[config.mk]
export PLATFORM = sky130hd
export DESIGN_NAME = matrix_keypad_debounce
export DESIGN_NICKNAME = d
export VERILOG_FILES = /design/src/design/mkd_pkg.sv /design/src/design/matrix_keypad_debounce.sv /design/src/design/mkd_encode.sv
export SDC_FILE = /design/constraint.sdc
export NUM_CORES = 1
export LEC_CHECK = 0
export ABC_AREA = 1
export BUFFER_PORTS_ARGS = -buffer_cell sky130_fd_sc_hd__buf_2
export CAP_MARGIN = 20
export CORE_MARGIN = 10
export CORE_UTILIZATION = 35
export CTS_CLUSTER_SIZE = 12
export DETAILED_ROUTE_END_ITERATION = 7
export GPL_TIMING_DRIVEN = 0
export PLACE_DENSITY_LB_ADDON = 0.08
export SETUP_SLACK_MARGIN = 0.4
export SYNTH_ARGS = -nofsm -noshare
export SYNTH_HDL_FRONTEND = slang
export SYNTH_SLANG_ARGS = --single-unit
[constraint.sdc]
create_clock -name clk -period 6.5 [get_ports clk]
set_input_delay 0.325 -clock clk [delete_from_list [all_inputs] [get_ports clk]]
set_output_delay 0.325 -clock clk [all_outputs]
set_load 0.02 [all_outputs]
[src/design/mkd_pkg.sv]
// Shared types and constants for the debounced 4x4 matrix keypad scanner.
// No dependencies; imported by mkd_encode and matrix_keypad_debounce.
`default_nettype none

package mkd_pkg;

	// ASCII key code, zero means no key
	typedef logic [6:0] code_t;

	// column levels of one driven row, active low
	typedef logic [3:0] cols_t;

	localparam int    ROWS           = 4;
	localparam int    COLS           = 4;
	localparam code_t NO_KEY         = 7'h00;
	localparam logic [15:0] DEBOUNCE_RESET = 16'd15;

	// keymap, row by row, column 0 first
	localparam code_t KEYMAP [0:ROWS-1][0:COLS-1] = '{
		'{7'h31, 7'h32, 7'h33, 7'h41},  // 1 2 3 A
		'{7'h34, 7'h35, 7'h36, 7'h42},  // 4 5 6 B
		'{7'h37, 7'h38, 7'h39, 7'h43},  // 7 8 9 C
		'{7'h2A, 7'h30, 7'h23, 7'h44}   // * 0 # D
	};

endpackage

`default_nettype wire

[src/design/matrix_keypad_debounce.sv]
// Top level of the debounced 4x4 matrix keypad scanner.
// Depends on mkd_pkg and mkd_encode.
`default_nettype none

// One request is one complete keypad scan with its millisecond timestamp, and
// every request yields exactly one result (key_valid, key_code). A request is
// taken in every cycle that in_stall is low: it lands in an input register,
// the key code is encoded and the debounce state updated in one pass, and the
// result sits in an output register, so throughput is one scan per cycle while
// no stall holds. A stall on the result side holds both registers and
// back-pressures the input through in_stall. A raw key code must stay
// unchanged for at least debounce_ms milliseconds (elapsed time taken modulo
// 2^TIME_BITS) before it becomes the stable key; each new nonzero stable key
// is reported once. Write debounce_ms only while no scan is in flight.
module matrix_keypad_debounce
	import mkd_pkg::*;
#(
	parameter int TIME_BITS = 32
) (
	input  wire         clk,
	input  wire         arst_n,
	// configuration
	input  wire         cfg_wr_en,
	input  wire  [15:0] cfg_wr_data,
	// scan requests
	input  wire         in_valid,
	output logic        in_stall,
	input  wire  [3:0]  row0_columns,
	input  wire  [3:0]  row1_columns,
	input  wire  [3:0]  row2_columns,
	input  wire  [3:0]  row3_columns,
	input  wire  [31:0] now_ms,
	// results
	output logic        out_valid,
	input  wire         out_stall,
	output logic        key_valid,
	output logic [6:0]  key_code
);

	localparam int EXT_BITS = (TIME_BITS > 32) ? TIME_BITS : 32;
	localparam int CMP_BITS = (TIME_BITS > 16) ? TIME_BITS : 16;

	typedef logic [TIME_BITS-1:0] stamp_t;

	logic [15:0]   debounce_q;
	code_t         cand_q;
	code_t         stable_q;
	logic          reported_q;
	stamp_t        start_q;

	logic          valid_s1;
	cols_t         row0_s1, row1_s1, row2_s1, row3_s1;
	stamp_t        now_s1;

	logic          valid_s2;
	logic          key_valid_s2;
	code_t         key_code_s2;

	logic [EXT_BITS-1:0] now_ext;
	code_t         raw_code;
	logic          advance;
	logic          take_s1;
	logic          cand_chg;
	stamp_t        start_n;
	stamp_t        elapsed;
	logic          settle;
	code_t         stable_n;
	logic          rep_base;
	logic          report;

	// keep only the low TIME_BITS bits of the timestamp
	assign now_ext = EXT_BITS'(now_ms);

	// move stage 1 on unless the result register is held
	assign advance  = !(valid_s2 && out_stall);
	assign take_s1  = valid_s1 && advance;
	assign in_stall = valid_s1 && !advance;

	// configuration register
	always_ff @(posedge clk or negedge arst_n) begin
		if (!arst_n) begin
			debounce_q <= DEBOUNCE_RESET;
		end else if (cfg_wr_en) begin
			debounce_q <= cfg_wr_data;
		end
	end

	// input register
	always_ff @(posedge clk or negedge arst_n) begin
		if (!arst_n) begin
			valid_s1 <= 1'b0;
		end else if (!in_stall) begin
			valid_s1 <= in_valid;
		end
	end

	always_ff @(posedge clk) begin
		if (in_valid && !in_stall) begin
			row0_s1 <= row0_columns;
			row1_s1 <= row1_columns;
			row2_s1 <= row2_columns;
			row3_s1 <= row3_columns;
			now_s1  <= now_ext[TIME_BITS-1:0];
		end
	end

	mkd_encode u_encode (
		.row0_columns (row0_s1),
		.row1_columns (row1_s1),
		.row2_columns (row2_s1),
		.row3_columns (row3_s1),
		.raw_code     (raw_code)
	);

	// restart the timer on a new candidate, then promote it once settled
	always_comb begin
		cand_chg = (raw_code != cand_q);
		start_n  = cand_chg ? now_s1 : start_q;
		elapsed  = now_s1 - start_n;
		settle   = (CMP_BITS'(elapsed) >= CMP_BITS'(debounce_q)) && (raw_code != stable_q);
		stable_n = settle ? raw_code : stable_q;
		rep_base = settle ? 1'b0 : reported_q;
		report   = (stable_n != NO_KEY) && !rep_base;
	end

	// debounce state, updated as each scan passes to the result register
	always_ff @(posedge clk or negedge arst_n) begin
		if (!arst_n) begin
			cand_q     <= NO_KEY;
			stable_q   <= NO_KEY;
			reported_q <= 1'b0;
			start_q    <= '0;
		end else if (take_s1) begin
			cand_q     <= raw_code;
			stable_q   <= stable_n;
			reported_q <= rep_base || report;
			start_q    <= start_n;
		end
	end

	// result register
	always_ff @(posedge clk or negedge arst_n) begin
		if (!arst_n) begin
			valid_s2 <= 1'b0;
		end else if (advance) begin
			valid_s2 <= valid_s1;
		end
	end

	always_ff @(posedge clk) begin
		if (take_s1) begin
			key_valid_s2 <= report;
			key_code_s2  <= report ? stable_n : NO_KEY;
		end
	end

	assign out_valid = valid_s2;
	assign key_valid = key_valid_s2;
	assign key_code  = key_code_s2;

	// a reported key is never the empty code
	a_report_nonzero: assert property (@(posedge clk) disable iff (!arst_n)
		(valid_s2 && key_valid_s2) |-> (key_code_s2 != NO_KEY))
		else $error("reported key code is zero");

	// a result without a report carries no code
	a_idle_zero: assert property (@(posedge clk) disable iff (!arst_n)
		(valid_s2 && !key_valid_s2) |-> (key_code_s2 == NO_KEY))
		else $error("key code set without report");

	// a report marks the stable key as reported
	a_mark_reported: assert property (@(posedge clk) disable iff (!arst_n)
		(take_s1 && report) |=> reported_q)
		else $error("report did not set reported flag");

	// a new candidate restarts its timer at the scan timestamp
	a_restart: assert property (@(posedge clk) disable iff (!arst_n)
		(take_s1 && cand_chg) |=> (start_q == $past(now_s1)))
		else $error("candidate timer not restarted");

	// input is held back only behind a stalled result
	a_stall_cause: assert property (@(posedge clk) disable iff (!arst_n)
		in_stall |-> (valid_s1 && valid_s2 && out_stall))
		else $error("input stalled without cause");

endmodule

`default_nettype wire

[src/design/mkd_encode.sv]
// Priority encoder and keymap lookup for one complete 4x4 scan.
// Depends on mkd_pkg for the keymap and code type.
`default_nettype none

module mkd_encode
	import mkd_pkg::*;
(
	input  wire cols_t row0_columns,
	input  wire cols_t row1_columns,
	input  wire cols_t row2_columns,
	input  wire cols_t row3_columns,
	output code_t      raw_code
);

	cols_t rows [0:ROWS-1];

	assign rows[0] = row0_columns;
	assign rows[1] = row1_columns;
	assign rows[2] = row2_columns;
	assign rows[3] = row3_columns;

	// scan from lowest priority up so the lowest row and column win
	always_comb begin
		raw_code = NO_KEY;
		for (int r = ROWS - 1; r >= 0; r--) begin
			for (int c = COLS - 1; c >= 0; c--) begin
				if (!rows[r][c]) begin
					raw_code = KEYMAP[r][c];
				end
			end
		end
	end

endmodule

`default_nettype wire

==> flow_summary.json <==
{
  "outcome": "finished clean",
  "drtIter0Drc": 261,
  "slowest_delay_ns": 0.36,
  "wl_per_cell_um": 14.2,
  "postSynthAreaPerCell_um2": 8.03,
  "ir_drop_mv": 0.153,
  "drt-vias-per-instance": 4.69,
  "track_usage_pct": 13.7,
  "clockRootBuffer": "clkbuf_16",
  "cp_data_arrival_time_ns": 5.92,
  "port_buffers": 78,
  "gp_congestion": 0.924,
  "drv_cap": 0,
  "period_share_pct": 88.4,
  "finClkSkew_ns": 0.0103,
  "grt_pass1_vias": 6148,
  "tritoncts": "done",
  "hold_depth": 1,
  "whs_ns": 0.0705,
  "crit_required_ns": 6.68,
  "die_x_um": 166,
  "layout-drive-gt1-share_pct": 21.1,
  "grt_max_degree": 63,
  "dieArea_um2": 27500,
  "path_class": "reg2reg",
  "grt_pass1_wl_um": 31200,
  "synth_top_area_share_pct": 22.6,
  "worstPathMaxFanout": 10,
  "cts.htree.levels": 4,
  "first_pass_iters": 6,
  "worstMarginPinSlew_ns": 0.961,
  "fp-row-count": 53,
  "nets": 1164,
  "die_y_um": 166,
  "p_leak_nw": 4.42,
  "final.setup.worst_slack_ns": 0.754,
  "finalHoldViolations": 0,
  "antenna_found_initial": 0,
  "antenna_left": 0,
  "synth_area_leaders": "edfxtp_1 23%, dfrtp_1 21%, nand2_1 13%",
  "routed-via-count": 6279,
  "worstRegToRegCells": 46,
  "utilization_pct": 44.5,
  "rsz0062_at_grt": "true",
  "dp.cells": 1281,
  "start_kind": "register",
  "fin_cells": 1338,
  "clockBufferDepth": 2,
  "total_power_mw": 3.10,
  "synth_cell_type_count": 40,
  "cts_sinks": 121,
  "critical_path.most_common_cell": "nand2_1",
  "slew_headroom_pct": 35.9,
  "yosysSeqAreaShare_pct": 44.6,
  "ys_seq_elements": 121,
  "fillers": 2141,
  "synth_top_cell_by_area": "edfxtp_1",
  "drcViolationCount": 0,
  "power.density_nw_per_um2": 332,
  "syn_nets": 1040,
  "syn_area_um2": 7440,
  "routed_wl_um": 19000,
  "pin_count": 79,
  "core_area_um2": 21000,
  "diodes": 0,
  "min_period_ns": 5.75,
  "cpMaxStageDelayCell": "edfxtp_1",
  "worst_setup_path_end_kind": "register",
  "finalSetupViolCount": 0,
  "grt_overflow": 0,
  "cts_inserted_buffers": 17,
  "start_util_pct": 35.5,
  "dp_slack_ns": -0.607,
  "clk_transition_reported_paths_ns": 0.06,
  "hold_class": "in2reg",
  "netlist_instances": 926,
  "ys_warn_count": 0,
  "layout-area-overhead-vs-synth_pct": 25.4,
  "hpwl_um": 14500,
  "fmax_ghz": 0.174,
  "clk_latency_ns": 0.43,
  "timing_max_transition_violations_final": 0
}
cell families (layout without fill, tap and decap cells):
kind of cell,after synthesis,count (layout),share of synthesized area (%)
AND/OR/NAND/NOR,424,424,25.0
XOR/XNOR,18,18,2.12
flip-flops,121,121,44.6
adder cells (fa/ha/maj),45,45,7.67
multiplexers,14,14,1.90
buffers and inverters,141,278,7.27
AO/OA/AOI/OAI,163,163,11.5
metal layers:
| metal | vias to the layer above | wire length (µm) | track usage, % |
|---|---|---|---|
| li1 | 3301 | - | - |
| met1 | 2856 | 9480 | 18.1 |
| met2 | 105 | 8590 | 21.8 |
| met3 | 17 | 662 | 3.41 |
| met4 | 0 | 236 | 3.97 |
| met5 | - | 0 | 0 |
final cells by class:
cell class / instances / area (µm²) / area share [%]
inverters: 125 / 469 / 5.03
well taps: 275 / 344 / 3.69
clock buffers: 18 / 429 / 4.60
multi-input cells: 664 / 3800 / 40.7
repair buffers: 105 / 643 / 6.89
flip-flops and latches: 121 / 3310 / 35.5
plain buffers: 16 / 109 / 1.17
clock inverters: 14 / 220 / 2.36
power by group:
group          switching [mW]  total (mW)  internal (mW)  leakage [nW]
logic                   0.644        1.04          0.401          2.79
registers              0.0691        1.00          0.936          1.33
clock network           0.365        1.05          0.683         0.305
state kept, by name (all words and copies together), names as in the netlist:
name        cells
key_code        7
row1_s1         4
cand_q          7
row3_s1         4
start_q        32
stable_q        7
row2_s1         4
reported_q      1
valid_s1        1
out_valid       1
row0_s1         4
debounce_q     16
key_valid       1
now_s1         32
critical path: cells and delay by family (launching register included):
kind            cells  cell delay [ns]
fa+ha+maj           2             0.56
simple gates       34             3.15
compound gates      6             0.84
buf+inv             3             0.37
xor+xnor            1             0.17
flops               1             0.36
stage by stage:
step	instance area, µm²	TNS (ns)
floorplan	7440	0
global placement	8170	-7.12
detailed placement	8220	-6.67
CTS	9000	0
global route	9330	0
finish	9330	0
path summary, 6_finish.rpt:
check	slack, ns	start	endpoint
worst min register to register	0.48	start_q[28]$_DFFE_PN0P_	start_q[28]$_DFFE_PN0P_
worst max register to register	0.75	row2_s1[1]$_DFFE_PP_	key_code[6]$_SDFFCE_PN0P_
min in group asynchronous	0.26	arst_n	start_q[2]$_DFFE_PN0P_
worst min-delay path	0.07	now_ms[31]	now_s1[31]$_DFFE_PP_
worst max-delay path	0.75	row2_s1[1]$_DFFE_PP_	key_code[6]$_SDFFCE_PN0P_
max in group asynchronous	5.70	arst_n	debounce_q[0]$_DFFE_PN1P_
synthesized netlist by cell type (all sizes together):
master and instances:
nand2 276, inv 122, o21ai 109, nor2 67, dfrtp 61, edfxtp 56, nand3 55, ha 44
a21oi 42, clkbuf 15, mux2i 13, xor2 12, nand4 11, nor3 10, xnor2 6, nand3b 5
dfstp 4, a211oi 3, clkinv 3, a2111oi 2, a21o 2, a21boi 1, buf 1, fa 1
mux2 1, o2111ai 1, o211a 1, o21bai 1, o221ai 1
repair_timing:
action,in CTS,in global routing
pin swaps,6,41
gates resized for setup,17,53
setup endpoints to repair,16,16
buffers inserted,7,17
hold buffers,1,0
hold endpoints to repair,62,0
placed cells by master (no fill, tap or decap), drive strengths merged, types with 32 or more instances in the layout:
cell type,n
a21oi,42
buf,106
clkbuf,32
dfrtp,61
edfxtp,56
ha,44
inv,127
nand2,276
nand3,55
nor2,67
o21ai,109
(Power assumes the default switching activity.)
